File: src/rtl/core/fthd_pkg.sv
package fthd_pkg;

	// Status codes shown on the result channel
	localparam logic [2:0] STAT_PENDING  = 3'd0;
	localparam logic [2:0] STAT_OK       = 3'd1;
	localparam logic [2:0] STAT_SHORT    = 3'd2;
	localparam logic [2:0] STAT_BAD_HIST = 3'd3;
	localparam logic [2:0] STAT_OVERRUN  = 3'd4;
	localparam logic [2:0] STAT_TOO_LONG = 3'd5;
	localparam logic [2:0] STAT_SUM_OVF  = 3'd6;
	localparam logic [2:0] STAT_INTERVAL = 3'd7;

	localparam int RANGE_BITS = 14;

	// Request to the shared multiply/divide unit
	typedef struct packed {
		logic        start;
		logic        is_div;
		logic [63:0] a;
		logic [63:0] b;
	} alu_req_t;

	typedef struct packed {
		logic        done;
		logic [63:0] result;
	} alu_rsp_t;

endpackage

File: src/rtl/core/fthd_alu.sv
// Shared iterative unit: 64x16 shift-add multiply (mod 2^64), 64/64 restoring divide.
module fthd_alu (
	input  logic               clk,
	input  logic               arst_n,
	input  fthd_pkg::alu_req_t req,
	output fthd_pkg::alu_rsp_t rsp
);

	localparam int MUL_BITS = 16;
	localparam int DIV_BITS = 64;

	logic        busy_q;
	logic        div_q;
	logic        done_q;
	logic [6:0]  cnt_q;
	logic [63:0] x_q;
	logic [63:0] y_q;
	logic [63:0] acc_q;
	logic [64:0] rem_q;

	logic [64:0] trial;
	logic        fits;

	assign trial = {rem_q[63:0], x_q[63]};
	assign fits  = trial >= {1'b0, y_q};

	always_ff @(posedge clk or negedge arst_n) begin
		if (!arst_n) begin
			busy_q <= 1'b0;
			div_q  <= 1'b0;
			done_q <= 1'b0;
			cnt_q  <= '0;
			x_q    <= '0;
			y_q    <= '0;
			acc_q  <= '0;
			rem_q  <= '0;
		end else begin
			done_q <= 1'b0;
			if (req.start) begin
				busy_q <= 1'b1;
				div_q  <= req.is_div;
				cnt_q  <= req.is_div ? 7'(DIV_BITS) : 7'(MUL_BITS);
				x_q    <= req.a;
				y_q    <= req.b;
				acc_q  <= '0;
				rem_q  <= '0;
			end else if (busy_q) begin
				if (div_q) begin
					rem_q <= fits ? (trial - {1'b0, y_q}) : trial;
					x_q   <= {x_q[62:0], fits};
				end else begin
					acc_q <= {acc_q[62:0], 1'b0} + (y_q[MUL_BITS-1] ? x_q : 64'd0);
					y_q   <= {y_q[62:0], 1'b0};
				end
				cnt_q <= cnt_q - 7'd1;
				if (cnt_q == 7'd1) begin
					busy_q <= 1'b0;
					done_q <= 1'b1;
				end
			end
		end
	end

	assign rsp.done   = done_q;
	assign rsp.result = div_q ? x_q : acc_q;

endmodule

File: config.mk
export PLATFORM = sky130hd
export DESIGN_NAME = fthd_alu
export DESIGN_NICKNAME = d
export VERILOG_FILES = /design/src/rtl/core/fthd_pkg.sv /design/src/rtl/core/fthd_alu.sv
export SDC_FILE = /design/constraint.sdc
export NUM_CORES = 1
export LEC_CHECK = 0
export ABC_AREA = 0
export BUFFER_PORTS_ARGS = -buffer_cell sky130_fd_sc_hd__buf_4
export CORE_MARGIN = 5
export CORE_UTILIZATION = 55
export DETAILED_ROUTE_END_ITERATION = 6
export PLACE_DENSITY = 0.78
export SLEW_MARGIN = 20
export SYNTH_ARGS = -nofsm -noshare
export SYNTH_HDL_FRONTEND = slang
export SYNTH_SLANG_ARGS = --single-unit
File: constraint.sdc
create_clock -name clk -period 3.7 [get_ports clk]
set_input_delay 0.74 -clock clk [delete_from_list [all_inputs] [get_ports clk]]
set_output_delay 0.74 -clock clk [all_outputs]
set_load 0.01 [all_outputs]
==> qor.yml, run 1 <==
gr-total-overflow: 0
drt_iter0_drc: 1013
io_pins: 197
grt_antenna_before_repair: 2
h-tree-depth: 2
fmaxAchievable_mhz: 281.7
grt_use_total: 0.2708
grt_start_max_net_pins: 147
dpl_worst_slack_ps: -34.00
yosysSeqAreaShare: 0.3276
worst_setup_path_end_kind: "flip-flop"
syn_nets: 2719
grt_pass1_vias: 18854
hold_viol: 0
drtAntennaViolNets: 0
clk_pin_slew_ps: 70
synth_common_cells: "310 x nand2_1, 292 x o21ai_0, 266 x dfrtp_1"
period_share: 0.9595
fin_util: 0.6545
row_count: 70
die_area_mm2: 0.04088
start_util: 0.5563
synthArstFlopShare: 1.000
critical_path_peak_fanout: 10
dr_total_vias: 18508
grt_pass1_wl_mm: 93.47
synthFlopType: "dfrtp_1"
ir_drop_mv: 0.3529
layout_min_cycle_time_ps: 3550
synth-edff-count: 0
seqCellArea_mm2: 0.006661
rsz0062_at_grt: "true"
ctsHoldBuffers: 0
maxSlewViolCount: 0
core_mm2: 0.03652
drc: 0
tightest_slew_ps: 790.6
synth_most_common_cell: "nand2_1"
tritoncts: "done"
clock-sinks: 266
ys_ff_latch: 266
crit_arrival_ps: 4000
yosys_warnings: 0
synthDistinctLibCells: 72
area_growth_pct: 17.66
status: "completed"
power.leakage_uw: 0.01142
hp-class: "input port to async pin"
syn_area_mm2: 0.02032
cap_violations: 0
wl_mm: 56.93
max_slew_margin: 0.4730
rrSetupSlack_ps: 150
cts_root_buffer: "clkbuf_16"
cts_buffers: 34
syn_inst: 2457
syn-mean-instance-area_um2: 8.269
skew_ps: 15.59
worst-setup-path-type: "flip-flop to flip-flop"
drive_above_1_share: 0.1698
first_pass_iters: 5
timing.hold.ws_ps: 172.2
required_ps: 4150
setup_tns_ps: 0
final.setup.worst_slack_ps: 150.0
synth_area_leaders: "dfrtp_1 33%, ha_1 7.9%, o21ai_0 7.2%"
synth_top_cell_by_area: "dfrtp_1"
cts.path.max_buffers: 3
place.gp.congestion: 0.9489
cp_top_family: "compound AO/OA/AOI/OAI gates"
routedWlPerCell_um: 18.32
cp.buffers_inverters: 1
clock_latency_ps: 550
fill_cells: 3162
port_buffers: 196
critical_path.startpoint_type: "flip-flop"
synth.top_cell.area_share: 0.3276
die_y_um: 202.2
crit_path_cell_trace: "clkbuf_4 -> and2_1 -> fa_1 -> a21oi_2 -> nand4b_1 -> nand3_1 -> nand2_1 -> o21ai_1 -> a31oi_1 -> o31ai_2 -> a221oi_2 -> o41ai_1 -> xnor2_1 -> o21ai_0"
fin_nets: 2877
power_density_mw_per_mm2: 534.0
setup_violations: 0
routed_via_density: 5.957
dp_hpwl_mm: 41.43
critPathMaxStageDelay_ps: 540
die_w_um: 202.2
multiInputGateArea_mm2: 0.01285
cpMaxStageDelayCell: "dfrtp_4"
==> cells by family after synthesis <==
| kind of cell | synth area share |
|---|---|
| buf+inv | 0.04871 |
| compound gates | 0.2216 |
| fa+ha+maj | 0.08080 |
| simple gates | 0.1658 |
| mux | 0.1020 |
| flops | 0.3276 |
| xor+xnor | 0.05345 |
==> flip-flops by register name (all words and copies together), names as in the netlist <==
| name | count |
|---|---|
| y_q | 64 |
| busy_q | 1 |
| div_q | 1 |
| x_q | 64 |
| rem_q | 64 |
| done_q | 1 |
| cnt_q | 7 |
| acc_q | 64 |
==> through the flow <==
step / power [uW] / instance area, um2 / std cells
after floorplan: 7490 / 20320 / 2457
after global placement: 9074 / 22500 / 3039
after detailed placement: 9145 / 22500 / 3039
after CTS: 12740 / 23690 / 3098
after global routing: 13580 / 23900 / 3106
final: 12770 / 23910 / 3107
==> worst register-to-register path, cell delays in order, from the launching register on <==
cell and delay, ps:
dfrtp_4 540, clkbuf_4 220, and2_1 180, fa_1 460, a21oi_2 180, nand4b_1 150
nand3_1 130, nand2_1 130, o21ai_1 120, a31oi_1 300, o31ai_2 130, a221oi_2 460
o41ai_1 140, xnor2_1 140, o21ai_0 180
==> metal layers <==
metal / global-route usage / vias up / wire [um]
li1: - / 9032 / -
met1: 0.3510 / 8898 / 25210
met2: 0.4565 / 451 / 26890
met3: 0.04476 / 125 / 2730
met4: 0.1038 / 2 / 2079
met5: 0 / - / 11
==> area by class of cell <==
class                   instances  area share
flip-flops and latches        266      0.2787
multi-input cells            1933      0.5377
inverters                     102     0.01602
well taps                     468     0.02449
clock inverters                11    0.007014
repair buffers                278     0.09353
diodes                          1   0.0001047
clock buffers                  48     0.04245
==> final timing paths <==
check	from	cells after the start	endpoint
max	y_q[15]	14	acc_q[35]
min	arst_n	1	y_q[47]
max reg2reg	y_q[15]	14	acc_q[35]
min reg2reg	y_q[18]	2	y_q[18]
max in group asynchronous	arst_n	2	y_q[2]
min in group clk	req[105]	3	x_q[41]
==> power breakdown <==
group          internal, uW  switching, uW  leakage (uW)
registers              3370            459       0.00340
clock network          2190           1340      0.000578
logic                  2290           3120       0.00744
total                  7850           4920        0.0114
==> repair_timing <==
item,4_1_cts,5_1_grt
endpoints found under the hold margin,0,0
setup endpoints to repair,2,34
pin swaps,0,6
setup buffers,0,8
resized for setup,1,40
==> cell usage in the layout (no fill, tap or decap), types with 12 or more instances in the layout <==
master / Yosys / layout
mux2i_1: 135 / 135
clkbuf_16: 0 / 35
nor2b_1: 19 / 19
o21ai_0: 292 / 284
nand4_1: 39 / 39
nand2b_1: 13 / 13
o211ai_1: 14 / 14
ha_1: 128 / 126
mux2_2: 64 / 64
nor2_1: 157 / 155
a211oi_1: 42 / 41
nor3_1: 38 / 36
buf_4: 1 / 263
inv_1: 102 / 102
nand3_1: 43 / 42
o21bai_1: 26 / 26
o21ai_1: 10 / 15
and2_1: 69 / 68
xnor2_1: 62 / 62
a31oi_1: 26 / 26
nand2_1: 310 / 310
o21a_1: 12 / 12
dfrtp_1: 266 / 264
a21oi_1: 180 / 173
a21o_1: 64 / 64
xor2_1: 62 / 62
Power figures use the tool's default switching activity.
==> run 2, diff against run 1 <==
CORE_UTILIZATION = 40   (was 55)
PLACE_DENSITY = unset   (was 0.78)
==> qor.yml, run 2 (synthesis results as in run 1) <==
status: "completed"
drt_iter0_drc: 1217  # +20%
place.gp.congestion: 0.9222  # -2.8%
start_util: 0.4050  # -0.1513
combPwrFrac: 0.422  # about the same
critical_path.startpoint_type: "flip-flop"
dr_total_vias: 18106  # -2.2%
drc: 0  # unchanged
intPower_uw: 7944  # +1.2%
clk_pin_slew_ps: 60  # about the same
fmaxAchievable_mhz: 283.7  # +0.70%
timing.hold.ws_ps: 235.0  # +62.82 ps
first_pass_iters: 5  # unchanged
port_buffers: 196  # unchanged
hold_viol: 0  # unchanged
grt_use_total: 0.2043  # -0.06647
hp-class: "input port to async pin"
final.setup.worst_slack_ps: 174.8  # +24.75 ps
sw_frac_of_total: 0.3821  # -0.003274
cp.buffers_inverters: 2  # +1
crit_arrival_ps: 3930  # -70 ps
power_frac_clock: 0.283  # +0.006
dpl_worst_slack_ps: 2.513  # +36.51 ps
routed_via_density: 5.455  # -8.4%
p_switching_uw: 4912  # -0.15%
required_ps: 4110  # -40 ps
layout_min_cycle_time_ps: 3525  # -24.75 ps
routedWlPerCell_um: 17.44  # -4.8%
die_area_mm2: 0.05540  # +36%
ir_drop_mv: 0.3268  # -7.4%
power_density_mw_per_mm2: 530.6  # -0.64%
grt_pass1_vias: 18628  # -1.2%
fin_nets: 2886  # +0.31%
wl_mm: 57.89  # +1.7%
seqCellArea_mm2: 0.006659  # about the same
max_slew_margin: 0.4325  # -0.04047
grt_start_max_net_pins: 89  # -39%
critPathMaxStageDelay_ps: 430  # -110 ps
critical_path_peak_fanout: 33  # +23
final_common_cell: "nand2_1"
cts_buffers: 34  # unchanged
worst_setup_path_end_kind: "flip-flop"
gr-total-overflow: 0  # unchanged
power_frac_seq: 0.296  # -0.004
ctsHoldBuffers: 0  # unchanged
die_w_um: 235.4  # +16%
dp_hpwl_mm: 42.92  # +3.6%
antennaDiodeCount: 0  # -1
tightest_slew_ps: 850.3  # +59.73 ps
cpMaxStageDelayCell: "dfrtp_2"
grt_pass1_wl_mm: 96.14  # +2.9%
setup_violations: 0  # unchanged
cts.path.max_buffers: 3  # unchanged
fill_cells: 4898  # +55%
clock-sinks: 266  # unchanged
grt_antenna_before_repair: 0  # -2
crit_path_cell_trace: "buf_12 -> and2_1 -> ha_1 -> fa_2 -> a21oi_2 -> nand4b_1 -> nand3_1 -> and3b_2 -> o21bai_1 -> a21o_1 -> o31ai_2 -> buf_4 -> a2bb2oi_2 -> a221o_1 -> xnor2_1 -> o21ai_1"
final_cell_mix: "309 x nand2_1, 290 x o21ai_0, 271 x buf_4, 264 x dfrtp_1, 177 x a21oi_1"
multiInputGateArea_mm2: 0.01279  # -0.47%
drtAntennaViolNets: 0  # unchanged
tritoncts: "done"
io_pins: 197  # unchanged
cp_top_family: "compound AO/OA/AOI/OAI gates"
die_y_um: 235.4  # +16%
h-tree-depth: 2  # unchanged
core_mm2: 0.05017  # +37%
fin_util: 0.4829  # -0.1716
cts_root_buffer: "clkbuf_16"
cap_violations: 0  # unchanged
worst-setup-path-type: "flip-flop to flip-flop"
area_growth_pct: 19.26
maxSlewViolCount: 0  # unchanged
skew_ps: 33.06  # +17.47 ps
clock_latency_ps: 560  # about the same
power.leakage_uw: 0.01149  # +0.63%
row_count: 82  # +17%
drive_above_1_share: 0.1708  # +0.0009337
period_share: 0.9528  # -0.006689
[run 2: final timing paths]
kind                           start        end  slack [ps]  cells after the start
setup / recovery             y_q[15]  acc_q[63]         170                     16
hold / removal                arst_n  rem_q[41]         230                      1
setup reg to reg             y_q[15]  acc_q[63]         170                     16
hold reg to reg            acc_q[63]  acc_q[63]         490                      2
max in group asynchronous     arst_n  acc_q[49]        2640                      2
min in group clk             req[91]    x_q[27]         380                      3
[run 2: layout make-up]
class	instances	share of cell area
inverter	102	0.01580
multi-input combinational	1933	0.5281
clock buffer	43	0.03945
timing repair buffer	287	0.09641
sequential	266	0.2748
clock inverter	16	0.01074
tap	672	0.03470
[run 2: per-layer routing]
layer  wire length (um)  GRT usage
met5                  0          0
met2              27490     0.3458
met4               1962    0.07372
met3               2169    0.02694
met1              26270     0.2689
[run 2: stage by stage]
step	area, um2	power, uW	instances	setup TNS, ps
after floorplan	20320	7490	2457	0
after global placement	22910	9175	3259	0
after detailed placement	22910	9222	3259	0
after CTS	24120	12960	3318	0
after global routing	24230	13780	3319	-119.1
final	24230	12860	3319	0
[run 2: power groups by stage]
stage	Combinational, uW	Sequential, uW	Clock, uW
finish	5420	3800	3630
global route	6050	3870	3850
CTS	5410	3800	3740
detailed placement	5380	3850	0
global placement	5340	3830	0
floorplan	3800	3690	0
[run 2: what timing repair did]
action	in CTS	in global routing
gates resized for setup	1	25
setup endpoints to repair	1	38
pin swaps	0	2
buffers inserted	0	1
